File: src/design/cwr_pkg.sv
// ----------------------------------------------------------------------------
// cwr_pkg: shared types and constants
// Result kinds, commands, sequencer states and the result record used by the
// chunk window receiver.
// ----------------------------------------------------------------------------
package cwr_pkg;

  // Free slot / unknown end marker
  localparam logic [31:0] FREE_MARK = 32'hffff_ffff;

  // Register reset values
  localparam logic [15:0] CHUNK_LENGTH_RST  = 16'd4096;
  localparam logic [31:0] RESEND_PERIOD_RST = 32'd3000;
  localparam logic [4:0]  WINDOW_SLOTS_RST  = 5'd16;

  // Configuration register indexes
  typedef enum logic [1:0] {
    REG_CHUNK_LENGTH  = 2'd0,
    REG_RESEND_PERIOD = 2'd1,
    REG_WINDOW_SLOTS  = 2'd2,
    REG_NONE          = 2'd3
  } reg_idx_t;

  typedef enum logic [1:0] {
    CMD_START    = 2'd0,
    CMD_TICK     = 2'd1,
    CMD_RESPONSE = 2'd2,
    CMD_NOP      = 2'd3
  } cmd_t;

  typedef enum logic [2:0] {
    K_REQUEST  = 3'd0,
    K_WRITE    = 3'd1,
    K_ACCEPTED = 3'd2,
    K_REJECTED = 3'd3,
    K_DONE     = 3'd4,
    K_FAILED   = 3'd5
  } kind_t;

  typedef enum logic [3:0] {
    S_IDLE,
    S_TICK_SCAN,
    S_EMIT_MUL,
    S_FIND,
    S_CHECK,
    S_DRAIN_FIND,
    S_DRAIN_ACT,
    S_DRAIN_REFILL,
    S_POST,
    S_DONE_SCAN,
    S_PAST_END,
    S_STATUS,
    S_FLUSH
  } state_t;

  typedef struct packed {
    kind_t        kind;
    logic [31:0]  chunk_index;
    logic [15:0]  byte_count;
    logic [63:0]  byte_offset;
    logic [31:0]  requests_sent;
    logic [31:0]  replies_seen;
  } res_t;

endpackage

File: src/design/cwr_out_stage.sv
// ----------------------------------------------------------------------------
// cwr_out_stage: result holding and output register
// Holds the newest result until the next one or the end of the run shows
// whether it is the last, and drives the output register.
// ----------------------------------------------------------------------------
module cwr_out_stage (
  input  logic          clk,
  input  logic          rst_n,
  input  logic          push,
  input  cwr_pkg::res_t push_res,
  input  logic          flush,
  output logic          can_push,
  output logic          out_valid,
  input  logic          out_ready,
  output cwr_pkg::res_t out_res,
  output logic          out_last
);

  logic          pend_valid_r, pend_valid_nxt;
  cwr_pkg::res_t pend_r, pend_nxt;
  logic          out_valid_r, out_valid_nxt;
  cwr_pkg::res_t out_r, out_nxt;
  logic          last_r, last_nxt;
  logic          out_free;

  assign out_free = !out_valid_r || out_ready;
  assign can_push = !pend_valid_r || out_free;

  // Move the held result out when a newer one arrives or the run ends
  always_comb begin
    pend_valid_nxt = pend_valid_r;
    pend_nxt       = pend_r;
    out_valid_nxt  = out_valid_r;
    out_nxt        = out_r;
    last_nxt       = last_r;
    if (out_valid_r && out_ready) begin
      out_valid_nxt = 1'b0;
    end
    if (push && can_push) begin
      if (pend_valid_r) begin
        out_nxt       = pend_r;
        last_nxt      = 1'b0;
        out_valid_nxt = 1'b1;
      end
      pend_nxt       = push_res;
      pend_valid_nxt = 1'b1;
    end else if (flush && can_push && pend_valid_r) begin
      out_nxt        = pend_r;
      last_nxt       = 1'b1;
      out_valid_nxt  = 1'b1;
      pend_valid_nxt = 1'b0;
    end
  end

  always_ff @(posedge clk) begin
    if (!rst_n) begin
      pend_valid_r <= 1'b0;
      out_valid_r  <= 1'b0;
    end else begin
      pend_valid_r <= pend_valid_nxt;
      out_valid_r  <= out_valid_nxt;
    end
    pend_r <= pend_nxt;
    out_r  <= out_nxt;
    last_r <= last_nxt;
  end

  assign out_valid = out_valid_r;
  assign out_res   = out_r;
  assign out_last  = last_r;

endmodule

File: config.mk
export PLATFORM = sky130hd
export DESIGN_NAME = cwr_out_stage
export DESIGN_NICKNAME = d
export VERILOG_FILES = /design/src/design/cwr_pkg.sv /design/src/design/cwr_out_stage.sv
export SDC_FILE = /design/constraint.sdc
export NUM_CORES = 1
export LEC_CHECK = 0
export BUFFER_PORTS_ARGS = -buffer_cell sky130_fd_sc_hd__buf_2
export CORE_MARGIN = 8
export CORE_UTILIZATION = 49
export DETAILED_ROUTE_END_ITERATION = 8
export PLACE_DENSITY = 0.83
export REMOVE_ABC_BUFFERS = 1
export SLEW_MARGIN = 25
export SYNTH_ARGS = -nofsm -noshare
export SYNTH_HDL_FRONTEND = slang
export SYNTH_SLANG_ARGS = --single-unit
File: constraint.sdc
create_clock -name clk -period 11.4 [get_ports clk]
set_input_delay 1.71 -clock clk [delete_from_list [all_inputs] [get_ports clk]]
set_output_delay 1.71 -clock clk [all_outputs]
set_load 0.03 [all_outputs]
==> results of run 1 <==
Yosys cell counts:
cell,number
a21boi_1,1
a31oi_1,1
and2_1,1
dfxtp_1,2
edfxtp_1,359
inv_1,1
nand2_1,1
nand2b_2,1
nand3b_1,1
nor2b_1,1
o21ai_1,2
sequential cells by signal, summed over array words and instances, names as in the netlist:
| name | flops |
|---|---|
| out_res | 179 |
| pend_r | 179 |
| out_last | 1 |
| out_valid | 1 |
| pend_valid_r | 1 |
placed cells by master (no fill, tap or decap):
| cell | Yosys | layout |
|---|---|---|
| o21ai_1 | 2 | 2 |
| a31oi_1 | 1 | 1 |
| nand2b_2 | 1 | 1 |
| a21boi_1 | 1 | 1 |
| inv_1 | 1 | 1 |
| buf_16 | 0 | 2 |
| edfxtp_1 | 359 | 359 |
| buf_4 | 0 | 4 |
| bufinv_16 | 0 | 4 |
| diode_2 | 0 | 3 |
| and2_4 | 0 | 1 |
| buf_2 | 0 | 365 |
| nor2b_4 | 0 | 1 |
| clkinv_1 | 0 | 8 |
| clkbuf_1 | 0 | 8 |
| dfxtp_1 | 2 | 2 |
| nand2_1 | 1 | 1 |
| clkinvlp_4 | 0 | 1 |
| clkinv_2 | 0 | 4 |
| clkbuf_16 | 0 | 37 |
| nand3b_1 | 1 | 1 |
critical path, delay by kind of cell:
family	cells	cell delay [ps]
buf+inv	2	300
simple gates	1	180
power by group:
part           switching, W  internal, W  leakage, nW  total, W
Sequential        0.0000170      0.00154         3.43   0.00156
Clock              0.000442     0.000682        0.550   0.00112
Combinational      0.000111    0.0000444         1.51  0.000155
Total              0.000570      0.00227         5.50   0.00284
worst paths after layout:
kind,startpoint,endpoint
worst max-delay path,out_ready,can_push
worst min-delay path,pend_r[159],out_res[159]
worst max register to register,pend_valid_r,out_res[72]
worst min register to register,pend_r[159],out_res[159]
cell families (layout without fill, tap and decap cells):
logic type,count (synthesis),after routing,share of synthesized area
flip-flops,361,361,0.994
AND/OR/NAND/NOR,5,5,0.00299
buffers and inverters,1,434,0.000345
other,0,3,0
AO/OA/AOI/OAI,4,4,0.00219
stage by stage:
stage / setup WS, ps / utilization / power [W] / cells / hold WS, ps
global route: 7480 / 0.655 / 0.00293 / 1087 / 414
floorplan: 902 / - / 0.00168 / 371 / 400
detailed placement: 7390 / 0.600 / 0.00174 / 1020 / 405
finish: 7490 / 0.655 / 0.00284 / 1087 / 407
global placement: 7490 / 0.600 / 0.00174 / 1020 / 400
CTS: 7490 / 0.652 / 0.00287 / 1082 / 412
cell type report:
class	count	area, um^2	share of cell area
Antenna cell	3	7.51	0.000525
Clock buffer	45	956	0.0669
Clock inverter	17	178	0.0124
Inverter	1	3.75	0.000263
Multi-Input combinational cell	9	66.3	0.00464
Sequential cell	361	10800	0.757
Tap cell	280	350	0.0245
Timing Repair Buffer	371	1910	0.134
metal layers:
layer | vias to the layer above | GRT usage
li1 | 2338 | -
met1 | 2380 | 0.170
met2 | 264 | 0.257
met3 | 43 | 0.0733
met4 | 6 | 0.0508
met5 | - | 0
==> reports/results.tsv, run 1 <==
metric	value	unit
outcome	finished clean	
drive_gt1_frac	0.522	
track_usage	0.154	
row_count	54	
fillers	1440	
wire_per_inst	20.3	um
die_area	27200	um^2
start_util	0.499	
post_cts_resized	0	
fmax	256	MHz
postCtsSetupBuffers	0	
ff2ff_path_depth	3	
critPathRequiredTime	9690	ps
hpwlAfterDp	15.7	mm
final.min_clock_period	3910	ps
cts.htree.levels	2	
yosysUniqueCellTypes	11	
finalWirelength	22.0	mm
worst-setup-path-type	in2out	
worst_setup_path_end_kind	output port	
synth.avg_cell_area	29.3	um^2
synth_top_area_frac	0.991	
tns	0	ps
cp_common_cell	buf_2	
grt_max_degree	83	
port_buffers	365	
finalInstanceArea	14300	um^2
dieHeight	165	um
cts_buffer_depth	3	
drt-pass1-iter-count	4	
critPathSlowestCell	buf_2	
vias_per_cell	4.63	
synth_area	10900	um^2
grt_pass1_wl	30.7	mm
grt_overflow	0	
path_cells	buf_2 > nand3b_1 > buf_2	
detail-route-antenna-nets	0	
hold_viol	0	
grt_pass1_vias	5285	
slowest_delay	200	ps
cp-start-kind	input port	
cts_tree	done	
clk_pin_slew_worst_paths	60	ps
area_growth_syn_to_layout	31.4	%
place_congestion	0.757	
fp.dieW	165	um
antenna_found_initial	7	
rsz0062_at_grt	no	
maxSlewViolCount	0	
hold_buffers	0	
drt-initial-drc-count	319	
top_layer_used	met5	
seq_area_frac_synth	0.994	
fin_nets	964	
max-vdd-ir-drop	0.141	mV
ff2ff_setup_slack	8970	ps
core-area	21800	um^2
wl_met1	7.80	mm
crit_path_max_fanout	3	
worst_slew_pin_slew	928	ps
slew_headroom	0.381	
cap_violations	0	
clock_latency	490	ps
clock-root-buffer	clkbuf_16	
cts.sink_count	361	
min_path_cells	0	
ioPinCount	366	
arrival	2200	ps
drc	0	
p_leak	5.50	nW
min_path_type	reg2reg	
synthTopCellsByArea	edfxtp_1 (99%), dfxtp_1 (0.37%), o21ai_1 (0.092%), nand2b_2 (0.080%), a21boi_1 (0.069%)	
final.period_utilization	0.343	
route.vias.total	5031	
syn_inst	371	
yosys.area.top_type	edfxtp_1	
ys_warn_count	0	
place_area	13100	um^2
wl_met2	11.0	mm
cts_buffers	36	
route.met3.wl	2.75	mm
power_density	199	nW/um^2
setup_viol	0	
clock_skew	10.2	ps
synth.ff_latch_count	361	
No activity file was read; power rests on OpenSTA's default activity.
==> run 2, diff against run 1 <==
--- a/config.mk
+++ b/config.mk
@@ -5,11 +5,12 @@
 export SDC_FILE = /design/constraint.sdc
 export NUM_CORES = 1
 export LEC_CHECK = 0
+export ABC_AREA = 1
 export BUFFER_PORTS_ARGS = -buffer_cell sky130_fd_sc_hd__buf_2
 export CORE_MARGIN = 8
-export CORE_UTILIZATION = 49
+export CORE_UTILIZATION = 45
 export DETAILED_ROUTE_END_ITERATION = 8
-export PLACE_DENSITY = 0.83
+export PLACE_DENSITY = 0.8
 export REMOVE_ABC_BUFFERS = 1
 export SLEW_MARGIN = 25
 export SYNTH_ARGS = -nofsm -noshare
==> constraint.sdc (replaced) <==
create_clock -name clk -period 3.44 [get_ports clk]
set_input_delay 0.516 -clock clk [delete_from_list [all_inputs] [get_ports clk]]
set_output_delay 0.516 -clock clk [all_outputs]
set_load 0.03 [all_outputs]
==> run 2 against run 1 <==
  * Die area rose by 8.0%
  * Clock power increased to 3.3 times the previous value
  * Non-clock buffer count up 2
  * Sequential power grew to 3.3 times the previous value
  * Flip-flop and latch count unchanged
  * Core utilization decreased by 5.8 points
  * Setup slack worse by 5900 ps
  * Clock skew rose by 6.3 ps
  * Routed wire length shrank 0.59%
  * Via count up 1.5%
  * Largest power group unchanged
  * Critical path type is now reg2reg
  * Global-route usage fell by 1.2 points
  * Cell count increased by 4.2%
  * Critical endpoint is now pend_r[15]
==> reports/results.tsv, run 2 <==
metric	value	unit
grt_overflow	0	
die_area	29400	um^2
antenna_found_initial	9	
min_path_type	in2reg	
ff2ff_path_depth	4	
detail-route-antenna-nets	0	
final.period_utilization	0.537	
cts_buffer_depth	3	
drive_gt1_frac	0.524	
finalInstanceArea	14300	um^2
path_cells	nand3_2 > nand2_1 > inv_6 > buf_4	
slew_headroom	0.576	
grt_pass1_wl	30.8	mm
seq_area_frac_synth	0.994	
regToRegEndpoint	pend_r[15]	
clock-root-buffer	clkbuf_16	
critPathTopFamily	buffers and inverters	
finalWirelength	21.9	mm
post_cts_resized	0	
setup_viol	0	
final_common_cell	buf_2	
track_usage	0.142	
crit_start	pend_valid_r	
slowest_delay	460	ps
hold_viol	0	
hold_buffers	0	
final.min_clock_period	1850	ps
grt_max_degree	66	
clock_latency	500	ps
synth_top_area_frac	0.991	
tns	0	ps
rsz0062_at_grt	no	
vias_per_cell	4.51	
reg2reg_from	pend_valid_r	
place_congestion	0.782	
cts_buffers	36	
synth_ff_type	edfxtp_1	
cts_tree	done	
drt-pass1-iter-count	4	
worst-setup-path-type	reg2reg	
clock_skew	16.5	ps
synth_most_common_cell	edfxtp_1	
yosysUniqueCellTypes	8	
ioPinCount	366	
ff2ff_setup_slack	1590	ps
yosys.area.top_type	edfxtp_1	
postCtsSetupBuffers	0	
route.vias.total	5108	
final_cell_mix	buf_2 (365), edfxtp_1 (359), clkbuf_16 (37)	
cts.htree.levels	2	
worst_slew_pin_slew	637	ps
hpwlAfterDp	16.0	mm
grt_pass1_vias	5479	
p_leak	5.51	nW
fp.dieW	172	um
path_buf_inv	2	
drt-initial-drc-count	300	
drc	0	
synth.ff_latch_count	361	
power_density	653	nW/um^2
synthArstFlopShare	0	
hold_slack	185	ps
synth.avg_cell_area	29.2	um^2
start_util	0.453	
cap_violations	0	
synth_top_cells_by_count	edfxtp_1 (359), inv_1 (4), nand2_1 (4)	
fin_util	0.597	
place_area	13200	um^2
ys_warn_count	0	
synth_area	10900	um^2
critPathSlowestCell	buf_4	
cts.sink_count	361	
critPathRequiredTime	3580	ps
crit_path_max_fanout	54	
crit_cells	4	
max-vdd-ir-drop	0.551	mV
clk_pin_slew_worst_paths	60	ps
syn_inst	373	
synthTopCellsByArea	edfxtp_1 (99%), dfxtp_1 (0.37%), inv_1 (0.14%), nand2_1 (0.14%), nand3_2 (0.092%)	
fin_nets	968	
layout.cells.non_filler	1133	
cp-start-kind	flip-flop	
maxSlewViolCount	0	
port_buffers	365	
critPathCapture	pend_r[15]	
fmax	542	MHz
arrival	1990	ps
dieHeight	172	um
worst_setup_path_end_kind	flip-flop	
synth_edf_count	359	
outcome	finished clean	
wire_per_inst	19.3	um
core-area	24000	um^2
dpl.cell_count	1070	
area_growth_syn_to_layout	31.8	%
row_count	57	
## run 2: cell types whose count changed in the layout (fill, tap and decap cells not counted), moves of 2 or more
cell | previous run | this run
buf_12 | 0 | 4
inv_6 | 0 | 3
clkinv_1 | 8 | 3
nand2_1 | 1 | 4
buf_16 | 2 | 0
o21ai_1 | 2 | 0
clkbuf_1 | 8 | 12
## run 2: where the power goes
group          internal (W)  total, W  switching [W]  leakage, nW
registers           0.00512   0.00518      0.0000586         3.44
logic              0.000153  0.000537       0.000383         1.53
clock network       0.00220   0.00366        0.00146        0.538
total               0.00747   0.00937        0.00190         5.51
## run 2: worst min-delay path by stage
stage,from,endpoint,slack [ps],cells after the start
global route,push_res[157],pend_r[157],160,1
global placement,pend_r[115],out_res[115],400,0
detailed placement,pend_r[116],out_res[116],400,0
CTS,push_res[157],pend_r[157],160,1
floorplan,pend_r[0],out_res[0],400,0
finish,push_res[157],pend_r[157],180,1
## run 2: per-stage QoR
step,setup slack [ps],total power [W]
final,1590,0.00937
after global routing,1490,0.00970
after CTS,1590,0.00949
after detailed placement,1310,0.00582
after global placement,1330,0.00580
after floorplan,-1400,0.00557
## run 2: kinds of logic (layout without fill, tap and decap cells)
logic type / Yosys count / count (layout) / share of synthesized area
compound gates: 3 / 3 / 0.00195
buf+inv: 4 / 437 / 0.00138
flops: 361 / 361 / 0.994
other cells: 0 / 3 / 0
simple gates: 5 / 5 / 0.00230
## run 2: final cells by class
type	instances	area (um^2)
sequential	361	10800
fill	1758	9690
timing repair buffer	373	1940
clock buffer	49	971
tap	324	405
clock inverter	11	134
multi-input combinational	8	46.3
inverter	4	25.0
antenna	3	7.51
## run 2: layer usage
metal  GRT usage  wire [um]  vias to the layer above  share of wire
met4      0.0526        505                       14          0.023
li1            -          -                     2335              -
met1       0.159       7740                     2437           0.35
met5           0         87                        -         0.0040
met3      0.0597       2650                       51           0.12
met2       0.239      10900                      271           0.50
==> run 3, diff against run 2 <==
--- a/config.mk
+++ b/config.mk
@@ -5,12 +5,12 @@
 export SDC_FILE = /design/constraint.sdc
 export NUM_CORES = 1
 export LEC_CHECK = 0
-export ABC_AREA = 1
+export ABC_AREA = 0
 export BUFFER_PORTS_ARGS = -buffer_cell sky130_fd_sc_hd__buf_2
 export CORE_MARGIN = 8
-export CORE_UTILIZATION = 45
+export CORE_UTILIZATION = 49
 export DETAILED_ROUTE_END_ITERATION = 8
-export PLACE_DENSITY = 0.8
+export PLACE_DENSITY = 0.83
 export REMOVE_ABC_BUFFERS = 1
 export SLEW_MARGIN = 25
 export SYNTH_ARGS = -nofsm -noshare
==> constraint.sdc (replaced) <==
create_clock -name clk -period 1.85 [get_ports clk]
set_input_delay 0.2775 -clock clk [delete_from_list [all_inputs] [get_ports clk]]
set_output_delay 0.2775 -clock clk [all_outputs]
set_load 0.03 [all_outputs]
==> run 3 against run 2 <==
  * Clock-buffer cell count shrank 6
  * Via count grew 18%
  * Clock power grew 93%
  * Critical path depth grew 2
  * Non-clock buffer count grew 187
  * Design area grew 13%
  * Cell count grew 13%
  * Clock skew grew 2.1 ps
  * Power grew 93%
  * Routed wire length grew 25%
  * Core utilization grew 15 points
  * Critical path type is now in2reg
  * Critical endpoint is now out_res[6]
  * Highest routed layer is now met4
==> reports/results.tsv, run 3 (synthesized netlist as in run 1, its figures left out) <==
metric	value	unit
switching_power	0.00377	W
rsz0062_at_grt	no	
wire_per_inst	21.4	um
track_usage	0.194	
row_count	54	
cts_buffer_depth	3	
critPathRequiredTime	2020	ps
layout.cells.non_filler	1278	
grt_overflow	0	
path_cells	dlygate4sd3_1 > buf_2 > o21ai_1 > nor2b_4 > buf_12 > buf_12	
clock_latency	500	ps
critPathTopFamily	buffers and inverters	
fillers	1154	
max-vdd-ir-drop	0.938	mV
clkPwrFrac	0.392	
grt_pass1_vias	6721	
drive_gt1_frac	0.436	
vias_per_cell	4.73	
dieHeight	165	um
power_density	1110	nW/um^2
finalWirelength	27.4	mm
clk_pin_slew_worst_paths	60	ps
route.vias.total	6051	
fin_nets	1152	
cts.htree.levels	2	
critPathSlowestCell	dlygate4sd3_1	
p_int	0.0143	W
worst_setup_path_end_kind	flip-flop	
cts_buffers	35	
arrival	1790	ps
ioPinCount	366	
hold_viol	0	
port_buffers	365	
hpwlAfterDp	16.1	mm
place_congestion	0.793	
worst_slew_pin_slew	484	ps
final.min_clock_period	1620	ps
fp.dieW	165	um
outcome	finished clean	
final.period_utilization	0.874	
slowest_delay	540	ps
detail-route-antenna-nets	0	
drt-initial-drc-count	387	
area_growth_syn_to_layout	49.3	%
worst-setup-path-type	in2reg	
drc	0	
core-area	21800	um^2
setup_viol	0	
crit_path_max_fanout	40	
grt_max_degree	87	
cp-start-kind	input port	
path_buf_inv	4	
seqPwrFrac	0.534	
postCtsSetupBuffers	0	
dpl.cell_count	1031	
clock-root-buffer	clkbuf_16	
cap_violations	0	
cts.sink_count	361	
p_sw_frac	0.209	
cts_tree	done	
cp_common_cell	buf_12	
final_cell_mix	buf_2 (365), edfxtp_1 (359), dlygate4sd3_1 (180)	
combPwrFrac	0.074	
p_leak	6.33	nW
die_area	27200	um^2
slew_headroom	0.677	
clock_skew	18.7	ps
fmax	618	MHz
fin_util	0.745	
drt-pass1-iter-count	5	
min_path_type	in2reg	
final_common_cell	buf_2	
grt_pass1_wl	39.0	mm
antenna_found_initial	3	
start_util	0.499	
maxSlewViolCount	0	
## run 3: cell count changes in the layout (fill, tap and decap cells not counted), moves of 2 or more
cell           delta
buf_12            +5
buf_4             +2
clkbuf_1          -6
clkinv_1          +4
clkinv_2          +5
dlygate4sd3_1   +180
inv_6             -3
nand2_1           -3
o21ai_1           +2
## run 3: power by group through the flow
stage / registers (W) / clock network, W / logic [W]
after floorplan: 0.0102 / 0 / 0.000135
after global placement: 0.00976 / 0 / 0.000994
final: 0.00963 / 0.00707 / 0.00134
after global routing: 0.00966 / 0.00752 / 0.00141
after detailed placement: 0.00978 / 0 / 0.00102
after CTS: 0.00961 / 0.00711 / 0.00132
## run 3: repair_timing
action	4_1_cts	5_1_grt
setup endpoints to repair	0	0
hold endpoints to repair	180	0
hold buffers	180	0
resized for setup	0	0
## run 3: routing by layer
layer | vias to the layer above | share of wire | GRT usage
li1 | 2721 | - | -
met5 | - | 0 | 0
met1 | 2903 | 0.34 | 0.211
met3 | 59 | 0.11 | 0.0670
met4 | 0 | 0.029 | 0.0725
met2 | 368 | 0.52 | 0.346
## run 3: cell type report
| cell class | instances | area [um^2] | share of cell area |
|---|---|---|---|
| flip-flops and latches | 361 | 10800 | 0.666 |
| repair buffers | 560 | 3850 | 0.237 |
| clock buffers | 43 | 948 | 0.0584 |
| well taps | 280 | 350 | 0.0216 |
| clock inverters | 20 | 195 | 0.0120 |
| multi-input cells | 9 | 66.3 | 0.00408 |
| diodes | 4 | 10.0 | 0.000616 |
| inverters | 1 | 3.75 | 0.000231 |
## run 3: final timing paths
kind / startpoint / endpoint / slack, ps / cells past startpoint
worst min-delay path: rst_n / out_valid / 60 / 2
worst max-delay path: flush / out_res[6] / 230 / 6
worst max register to register: out_valid / pend_r[54] / 320 / 3
worst min register to register: pend_r[21] / out_res[21] / 410 / 0
## run 3: metrics by stage
step	setup slack (ps)	total power (W)	hold slack (ps)	setup TNS, ps	instance area, um^2
after CTS	312	0.0180	28.1	0	16200
after detailed placement	308	0.0108	405	0	13300
final	233	0.0180	58.8	0	16200
after global routing	207	0.0186	44.1	0	16200
after global placement	375	0.0108	400	0	13300
after floorplan	-7360	0.0103	376	-1975160	10900
